==> config.mk <==
export PLATFORM = sky130hd
export DESIGN_NAME = pcx_rle_star_extractor_core
export DESIGN_NICKNAME = d
export VERILOG_FILES = /design/src/sv/pcxrse_pkg.sv /design/src/sv/pcxrse_pos_ctr.sv /design/src/sv/pcx_rle_star_extractor_core.sv
export SDC_FILE = /design/constraint.sdc
export NUM_CORES = 1
export LEC_CHECK = 0
export BUFFER_PORTS_ARGS = -buffer_cell sky130_fd_sc_hd__buf_2
export CELL_PAD_IN_SITES_DETAIL_PLACEMENT = 0
export CELL_PAD_IN_SITES_GLOBAL_PLACEMENT = 1
export CORE_MARGIN = 4
export CORE_UTILIZATION = 45
export DETAILED_ROUTE_END_ITERATION = 6
export PLACE_DENSITY_LB_ADDON = 0.1
export REMOVE_ABC_BUFFERS = 1
export SLEW_MARGIN = 20
export SYNTH_ARGS = -nofsm -noshare
export SYNTH_HDL_FRONTEND = slang
export SYNTH_SLANG_ARGS = --single-unit
==> constraint.sdc <==
create_clock -name aclk -period 2.9 [get_ports aclk]
set_input_delay 0.435 -clock aclk [delete_from_list [all_inputs] [get_ports aclk]]
set_output_delay 0.435 -clock aclk [all_outputs]
set_load 0.01 [all_outputs]
==> src/sv/pcxrse_pkg.sv <==
package pcxrse_pkg;

    localparam int FRAME_WIDTH  = 320;
    localparam int FRAME_HEIGHT = 200;
    localparam int MAX_STARS    = 512;

    localparam int CODE_W     = 8;
    localparam int RUN_W      = 6;
    localparam int COLUMN_W   = 9;
    localparam int ROW_W      = 8;
    localparam int SPEED_W    = 4;
    localparam int STAR_IDX_W = 9;
    localparam int STAR_CNT_W = $clog2(MAX_STARS + 1);

    localparam logic [1:0] RUN_MARK = 2'b11;

    typedef enum logic {
        ST_IDLE,
        ST_RUN
    } state_t;

    typedef struct packed {
        logic clear;
        logic advance;
    } pos_ctl_t;

    typedef struct packed {
        logic [COLUMN_W-1:0] column;
        logic [ROW_W-1:0]    row;
        logic                frame_full;
        logic                at_end;
    } pos_stat_t;

    // Colours 9 to 15 map to speeds 2 to 8, colour 7 to speed 1, all others to 0.
    function automatic logic [SPEED_W-1:0] speed_of(input logic [CODE_W-1:0] colour);
        logic [SPEED_W-1:0] speed;
        case (colour)
            8'd7:    speed = 4'd1;
            8'd9:    speed = 4'd2;
            8'd10:   speed = 4'd3;
            8'd11:   speed = 4'd4;
            8'd12:   speed = 4'd5;
            8'd13:   speed = 4'd6;
            8'd14:   speed = 4'd7;
            8'd15:   speed = 4'd8;
            default: speed = 4'd0;
        endcase
        return speed;
    endfunction

endpackage

==> src/sv/pcxrse_pos_ctr.sv <==
module pcxrse_pos_ctr
    import pcxrse_pkg::*;
(
    input  logic      aclk,
    input  logic      aresetn,
    input  pos_ctl_t  ctl,
    output pos_stat_t stat
);

    logic [COLUMN_W-1:0] column_reg, column_next;
    logic [ROW_W-1:0]    row_reg, row_next;
    logic                full_reg, full_next;
    logic                col_wrap;
    logic                row_wrap;

    assign col_wrap = (column_reg == COLUMN_W'(FRAME_WIDTH - 1));
    assign row_wrap = (row_reg == ROW_W'(FRAME_HEIGHT - 1));

    always_comb begin
        column_next = column_reg;
        row_next    = row_reg;
        full_next   = full_reg;
        if (ctl.clear) begin
            column_next = '0;
            row_next    = '0;
            full_next   = 1'b0;
        end else if (ctl.advance) begin
            if (col_wrap) begin
                column_next = '0;
                row_next    = row_reg + ROW_W'(1);
                if (row_wrap) begin
                    full_next = 1'b1;
                end
            end else begin
                column_next = column_reg + COLUMN_W'(1);
            end
        end
    end

    always_ff @(posedge aclk) begin
        if (!aresetn) begin
            column_reg <= '0;
            row_reg    <= '0;
            full_reg   <= 1'b0;
        end else begin
            column_reg <= column_next;
            row_reg    <= row_next;
            full_reg   <= full_next;
        end
    end

    assign stat.column     = column_reg;
    assign stat.row        = row_reg;
    assign stat.frame_full = full_reg;
    assign stat.at_end     = col_wrap && row_wrap;

endmodule

==> src/sv/pcx_rle_star_extractor_core.sv <==
// Run-length star extractor for 8-bit PCX pixel data. Each input word is one byte of the
// encoded pixel stream; a byte with both top bits set announces a run whose length is in
// its low six bits, and the following byte is the run's colour. Every nonzero decoded pixel
// leaves as one output word carrying its column, row, colour, speed and ordinal, and the
// last flag marks the final star caused by an input word; stars stop after 512 per frame.
// Pixels advance one per cycle through a single position counter and one output register,
// unless the output side stalls. A run header byte is only stored; a literal byte becomes
// a run of one pixel and a run value byte a run of up to 63 pixels. The input is not
// ready while a run is being expanded. Raising new_image with a byte restarts the frame
// position, the star count and any pending run before that byte is decoded.
module pcx_rle_star_extractor_core
    import pcxrse_pkg::*;
(
    input  logic                  aclk,
    input  logic                  aresetn,

    input  logic                  s_valid,
    output logic                  s_ready,
    input  logic [CODE_W-1:0]     s_code_byte,
    input  logic                  s_new_image,

    output logic                  m_valid,
    input  logic                  m_ready,
    output logic [COLUMN_W-1:0]   m_star_x,
    output logic [ROW_W-1:0]      m_star_y,
    output logic [CODE_W-1:0]     m_star_colour,
    output logic [SPEED_W-1:0]    m_star_speed,
    output logic [STAR_IDX_W-1:0] m_star_index,
    output logic                  m_last
);

    state_t                state_reg, state_next;
    logic                  awaiting_reg, awaiting_next;
    logic [RUN_W-1:0]      pending_reg, pending_next;
    logic [RUN_W-1:0]      count_reg, count_next;
    logic [CODE_W-1:0]     value_reg, value_next;
    logic [STAR_CNT_W-1:0] stars_reg, stars_next;

    logic                  out_valid_reg, out_valid_next;
    logic [COLUMN_W-1:0]   out_x_reg;
    logic [ROW_W-1:0]      out_y_reg;
    logic [CODE_W-1:0]     out_colour_reg;
    logic [SPEED_W-1:0]    out_speed_reg;
    logic [STAR_IDX_W-1:0] out_index_reg;
    logic                  out_last_reg;

    pos_ctl_t  pos_ctl;
    pos_stat_t pos_stat;

    logic in_accept;
    logic out_free;
    logic emit_want;
    logic load;
    logic last_star;
    logic full_eff;
    logic await_base;
    logic [RUN_W-1:0] pending_base;

    pcxrse_pos_ctr u_pos (
        .aclk    (aclk),
        .aresetn (aresetn),
        .ctl     (pos_ctl),
        .stat    (pos_stat)
    );

    assign s_ready   = (state_reg == ST_IDLE);
    assign in_accept = s_valid && s_ready;
    assign out_free  = !out_valid_reg || m_ready;

    // A star is due when the colour is nonzero and capacity remains. The value is fixed
    // across a run, so the star is the last of its word when the run ends here, the frame
    // fills here, or capacity is reached with this star.
    assign emit_want = (value_reg != '0) && (stars_reg < STAR_CNT_W'(MAX_STARS));
    assign last_star = (count_reg == RUN_W'(1)) || pos_stat.at_end
                    || (stars_reg == STAR_CNT_W'(MAX_STARS - 1));

    assign full_eff     = s_new_image ? 1'b0 : pos_stat.frame_full;
    assign await_base   = s_new_image ? 1'b0 : awaiting_reg;
    assign pending_base = s_new_image ? '0 : pending_reg;

    always_comb begin
        state_next    = state_reg;
        awaiting_next = awaiting_reg;
        pending_next  = pending_reg;
        count_next    = count_reg;
        value_next    = value_reg;
        stars_next    = stars_reg;
        pos_ctl       = '0;
        load          = 1'b0;

        case (state_reg)
            ST_IDLE: begin
                if (in_accept) begin
                    pos_ctl.clear = s_new_image;
                    awaiting_next = await_base;
                    pending_next  = pending_base;
                    if (s_new_image) begin
                        stars_next = '0;
                    end
                    if (!full_eff) begin
                        if (await_base) begin
                            value_next    = s_code_byte;
                            count_next    = pending_base;
                            awaiting_next = 1'b0;
                            pending_next  = '0;
                            if (pending_base != '0) begin
                                state_next = ST_RUN;
                            end
                        end else if (s_code_byte[CODE_W-1 -: 2] == RUN_MARK) begin
                            pending_next  = s_code_byte[RUN_W-1:0];
                            awaiting_next = 1'b1;
                        end else begin
                            value_next = s_code_byte;
                            count_next = RUN_W'(1);
                            state_next = ST_RUN;
                        end
                    end
                end
            end
            ST_RUN: begin
                if (!emit_want || out_free) begin
                    pos_ctl.advance = 1'b1;
                    if (emit_want) begin
                        load       = 1'b1;
                        stars_next = stars_reg + STAR_CNT_W'(1);
                    end
                    count_next = count_reg - RUN_W'(1);
                    if ((count_reg == RUN_W'(1)) || pos_stat.at_end) begin
                        state_next = ST_IDLE;
                    end
                end
            end
            default: begin
                state_next = ST_IDLE;
            end
        endcase
    end

    always_comb begin
        out_valid_next = out_valid_reg;
        if (load) begin
            out_valid_next = 1'b1;
        end else if (m_ready) begin
            out_valid_next = 1'b0;
        end
    end

    always_ff @(posedge aclk) begin
        if (!aresetn) begin
            state_reg     <= ST_IDLE;
            awaiting_reg  <= 1'b0;
            pending_reg   <= '0;
            count_reg     <= '0;
            stars_reg     <= '0;
            out_valid_reg <= 1'b0;
        end else begin
            state_reg     <= state_next;
            awaiting_reg  <= awaiting_next;
            pending_reg   <= pending_next;
            count_reg     <= count_next;
            stars_reg     <= stars_next;
            out_valid_reg <= out_valid_next;
        end
    end

    always_ff @(posedge aclk) begin
        value_reg <= value_next;
        if (load) begin
            out_x_reg      <= pos_stat.column;
            out_y_reg      <= pos_stat.row;
            out_colour_reg <= value_reg;
            out_speed_reg  <= speed_of(value_reg);
            out_index_reg  <= stars_reg[STAR_IDX_W-1:0];
            out_last_reg   <= last_star;
        end
    end

    assign m_valid       = out_valid_reg;
    assign m_star_x      = out_x_reg;
    assign m_star_y      = out_y_reg;
    assign m_star_colour = out_colour_reg;
    assign m_star_speed  = out_speed_reg;
    assign m_star_index  = out_index_reg;
    assign m_last        = out_last_reg;

    // A run in progress always has at least one pixel left.
    a_run_count: assert property (@(posedge aclk) disable iff (!aresetn)
        (state_reg == ST_RUN) |-> (count_reg != '0))
        else $error("run state with zero pixels left");

    // A star that is not the last of its word keeps the run going.
    a_not_last_stays: assert property (@(posedge aclk) disable iff (!aresetn)
        (load && !last_star) |=> (state_reg == ST_RUN))
        else $error("run ended after a star not flagged last");

    // A star is never loaded over one still waiting to be taken.
    a_no_overwrite: assert property (@(posedge aclk) disable iff (!aresetn)
        load |-> (!out_valid_reg || m_ready))
        else $error("output word overwritten");

    // The star count never passes the capacity.
    a_capacity: assert property (@(posedge aclk) disable iff (!aresetn)
        stars_reg <= STAR_CNT_W'(MAX_STARS))
        else $error("star count beyond capacity");

endmodule
Word level (Yosys, flattened, before mapping). Memories as Yosys holds them, arrays and structs flattened. A register that Yosys moved wholly into a read port is not among the register bits. Cells that the tools add are included.

Add/sub/neg operators: 4. Multipliers: 0. Div/mod/pow operators: 0. $lt $le $gt $ge: 1. Equal/unequal tests: 12. Shift-type cells: 0. Muxes and demuxes: 40. Bitwise gates (word level): 3. Reductions and logical operators: 21.

Operators by type and width (count): $mux 6 (9); $mux 10 (4); $mux 1 (21); $pmux 10 s2 (1); $mux 8 (2); $pmux 6 s2 (1); $reduce_and 4->1 (3); $add 10x1->10 const B (1); $eq 10x9->1 const B (1); $lt 10x10->1 const B (1); $add 9x1->9 const B (1); $eq 9x9->1 const B (1); $mux 9 (1); $add 8x1->8 const B (1); $eq 8x8->1 const B (1); $ne 2x1->1 const B (4); $reduce_bool 8->1 (1); $eq 6x1->1 const B (1); $reduce_bool 6->1 (1); $sub 6x1->6 const B (1); $logic_not 4->1 (1); $logic_or 1x1->1 (4); $ne 2x2->1 const B (2); $reduce_and 2->1 (2); 9 further kinds (15).

Register bits: 86. Bits in latches: 0. Bits in writable memories: 0. ROM bits: 64. Bits of input ports: 13. Output and inout port bits: 41. Logic and storage cells: 97. Memories: 1.

Memories: (name not given) (words 16, bits a word 4, read ports 1, clocked after Yosys merged registers in 1, write ports 0, RTL line pcxrse_pkg.sv:37) `case (colour)`.

Logic depth before layout (Yosys ltp).
Depth in word-level cells: 7. Mapped depth: 8. Gate-level depth less buffers: 8.

Modules after synthesis. Synthesis repeated with hierarchy kept, for this count alone.

Cell total of the unflattened synthesis: 339. Area total of the unflattened synthesis: 3888.7 um2.

Modules (own cells, without submodules): pcx_rle_star_extractor_core (instances 1, cells an instance 239, area an instance 2957.8 um2, sequential area each 1911.8 um2); pcxrse_pos_ctr (instances 1, cells an instance 100, area an instance 930.9 um2, sequential area each 360.3 um2).

Worst setup path before layout. Ideal clock, no wire load.

Path kind: reg-to-reg. Start point: reg value_reg[0]. End point: reg stars_reg[7]. Setup time: 0.126 ns. Arrival time: 2.139 ns. Required time: 2.774 ns. Slack: 0.636 ns. Stages on the path, launching flop included: 9. Path buffers: 0. Clock period less this slack: 2.264 ns. Cell sequence: edfxtp_1 inv_1 ha_1 nor3b_2 a211o_2 inv_2 a21oi_2 o211ai_1 o21ai_0.

Word-level cells in the longest chain between the ends: 6. Elaborated cells on any way between the ends: 7. Those cells by class: 2 x eq/ne; 5 x reduce/logical.

RTL lines: start: declaration (RTL line pcx_rle_star_extractor_core.sv:36) `logic [CODE_W-1:0] value_reg, value_next;`; start signal: assignment (RTL line pcx_rle_star_extractor_core.sv:167) `value_reg <= value_next;`; $reduce_bool 8->1 (*) (RTL line pcx_rle_star_extractor_core.sv:73) `assign emit_want = (value_reg != '0) && (stars_reg < STAR_CNT_W'(MAX_STARS));`; $logic_and 1x1->1 (*) (RTL line pcx_rle_star_extractor_core.sv:73); $logic_not 1->1 (RTL line pcx_rle_star_extractor_core.sv:121) `if (!emit_want || out_free) begin`; $logic_or 1x1->1 (RTL line pcx_rle_star_extractor_core.sv:121); $ne 2x1->1 (no line); $reduce_and 4->1 (no line) (*); end signal: assignment (RTL line pcx_rle_star_extractor_core.sv:161) `stars_reg <= stars_next;`; end: declaration (RTL line pcx_rle_star_extractor_core.sv:37) `logic [STAR_CNT_W-1:0] stars_reg, stars_next;`.

Mark *: on every way between the ends. The rest lies on a longest branch, timed or not. A chain may end at the register's enable or synchronous reset.

Final worst setup path. Same ends and word-level chain as after synthesis.

==> impl_metrics.py <==
metrics = {
    "outcome": {
        "status": "complete, no violations",
    },
    "worst_setup_path": {
        "cpLargestDelayFamily": "compound AO/OA/AOI/OAI gates",
        "crit_slowest_cell": "edfxtp_1",
        "crit_cells": 8,
        "arrival_ps": 2600,
        "r2r_cells": 8,
        "cp_max_fo": 20,
        "critPathBufInv": 2,
        "startpoint_type": "flip-flop",
        "max_stage_delay_ps": 450,
        "cp.required_ps": 3130,
        "critPathKind": "flip-flop to flip-flop",
        "crit_path_end_kind": "flip-flop",
        "crit_path_cell_trace": "inv_1 > ha_1 > nor3b_2 > a211o_2 > inv_2 > a21oi_2 > o211ai_1 > o21ai_0",
    },
    "route": {
        "vias": 2648,
        "drcViolationCount": 0,
        "wl_per_cell_um": 15.1,
        "routed_wl_um": 7590,
        "drtIter0Drc": 101,
        "ant_nets": 0,
        "via_per_inst": 5.29,
        "drt_first_pass_iters": 4,
    },
    "power_and_ir_drop": {
        "leakagePower_nw": 1.57,
        "seqPwrFrac_pct": 56.3,
        "power_density_mw_per_mm2": 587,
        "p_sw_share_pct": 25.0,
        "pwr-share-comb_pct": 10.3,
        "p_clk_share_pct": 33.4,
        "p_switching_w": 0.000645,
        "finalPower_w": 0.00258,
        "ir_drop_uv": 250,
        "p_int_w": 0.00194,
    },
    "yosys": {
        "synth_top_area_cell": "edfxtp_1",
        "synth.most_common_cell": "edfxtp_1",
        "synth_area_per_cell_um2": 11.4,
        "ys.flop_type": "edfxtp_1",
        "synth_edf_count": 47,
        "seq_area_frac_synth_pct": 59.6,
        "synth_seq_cells": 90,
        "ys_top_cells_by_area": "edfxtp_1, dfxtp_1, xnor2_1",
        "synth_cell_types": 51,
        "synth_top_area_share_pct": 37.0,
        "async_reset_ff_share_pct": 0,
        "synth_common_cells": "edfxtp_1, dfxtp_1, nand2_1, nor2_1, a21oi_1",
        "syn_inst": 333,
        "netlist_area_mm2": 0.00381,
        "ys_warn_count": 0,
    },
    "timing": {
        "fin_tns_setup_ps": 0,
        "worst_slew_pin_slew_ps": 758,
        "fin_crit_sh_pct": 81.5,
        "slew_violations": 0,
        "clock_skew_ps": 8.82,
        "rsz0062_at_grt": "no",
        "period_minus_slack_ps": 2360,
        "whs_ps": 293,
        "fmax_mhz": 423,
        "max_slew_margin_pct": 49.4,
        "hold_viol": 0,
        "setup_viol_count_final": 0,
    },
    "cts": {
        "cts_tree": "done",
        "ctsResizeCount": 0,
        "post_cts_buffers": 0,
        "worstSkewPairLatency_ps": 350,
        "h-tree-depth": 3,
        "cts_buffers": 9,
        "cts.sinks": 90,
        "ctsLongestPathBuffers": 2,
        "cts-hold-fix-buffers": 0,
        "cts_root_buf": "clkbuf_8",
        "path_clk_slew_ps": 90,
    },
    "layout": {
        "stdcell_count": 501,
        "area_delta_synth_final_pct": 15.6,
        "num_antenna_cells": 0,
        "layout.nets": 413,
        "nFillCells": 728,
        "drive_gt1_share_pct": 23.5,
        "largest_reg_flops": 10,
    },
    "placement": {
        "port_buffers": 53,
        "dp_hpwl_um": 5460,
        "gp_congestion": 0.841,
        "dpl.cell_count": 485,
    },
    "min_path": {
        "holdPathStages": 1,
        "hp-class": "input pin to flip-flop",
    },
    "grt": {
        "grt_max_degree": 30,
        "grt_pass1_vias": 2458,
        "overflow": 0,
        "grt_first_pass_wirelength_um": 12500,
        "antenna_found_initial": 0,
        "track_usage_pct": 15.8,
    },
    "floorplan": {
        "die_w_um": 100,
        "row_count": 33,
        "core-area_mm2": 0.00822,
        "ioPinCount": 54,
        "dieArea_mm2": 0.0100,
        "start_util_pct": 46.4,
        "die_h_um": 100,
    },
    "run": {
        "drv_cap": 0,
    },
}
==> area by class of cell <==
class                           count  area [µm²]  share of cell area, %
Multi-Input combinational cell    221        1450                   32.8
Sequential cell                    90        2270                   51.6
Clock buffer                       11         141                   3.21
Inverter                           12        45.0                   1.02
Clock inverter                      5        62.6                   1.42
Timing Repair Buffer               57         308                   6.99
Tap cell                          105         131                   2.98
==> power groups by stage <==
stage	clock (W)	sequential, W	combinational, W
floorplan	0	0.00150	0.000138
global placement	0	0.00148	0.000266
detailed placement	0	0.00149	0.000268
CTS	0.000884	0.00146	0.000269
global route	0.000947	0.00146	0.000294
finish	0.000863	0.00146	0.000266
==> final timing paths <==
path	from	endpoint	slack [ps]
setup / recovery	value_reg[0]	stars_reg[7]	540
hold / removal	s_code_byte[1]	value_reg[1]	290
setup reg to reg	value_reg[0]	stars_reg[7]	540
hold reg to reg	u_pos.column_reg[5]	m_star_x[5]	500
==> cells in the final DEF (no fill, tap or decap), drive strengths merged, types with 8 or more instances in the layout <==
cell type | netlist | final
a22oi | 8 | 8
dfxtp | 43 | 43
nand2 | 30 | 30
buf | 4 | 57
ha | 9 | 9
nand3 | 17 | 17
o21ai | 18 | 18
edfxtp | 47 | 47
nor2b | 10 | 10
clkbuf | 6 | 11
a21oi | 19 | 19
nor2 | 30 | 30
xnor2 | 15 | 15
inv | 12 | 13
==> metrics by stage <==
stage	setup WS, ps	area (µm²)	util (%)
2_1_floorplan	636	3760	-
3_3_place_gp	619	4200	51.1
3_5_place_dp	556	4200	51.1
4_1_cts	547	4410	53.6
5_1_grt	339	4410	53.6
6_report	537	4410	53.6
==> kinds of logic (layout without fill, tap and decap cells) <==
family,count (synthesis),count (layout),share of synthesized area [%]
fa+ha+maj,9,9,2.95
buf+inv,22,85,2.46
simple gates,120,120,16.6
xor+xnor,15,15,3.45
flops,90,90,59.6
mux,3,3,0.788
compound gates,74,74,14.1
==> routing by layer <==
| metal | wire (µm) | vias up | GRT usage (%) |
|---|---|---|---|
| li1 | - | 1325 | - |
| met1 | 3920 | 1255 | 23.8 |
| met2 | 3170 | 58 | 22.3 |
| met3 | 384 | 10 | 3.06 |
| met4 | 103 | 0 | 6.42 |
| met5 | 0 | - | 0 |
Power figures use the tool's default switching activity.
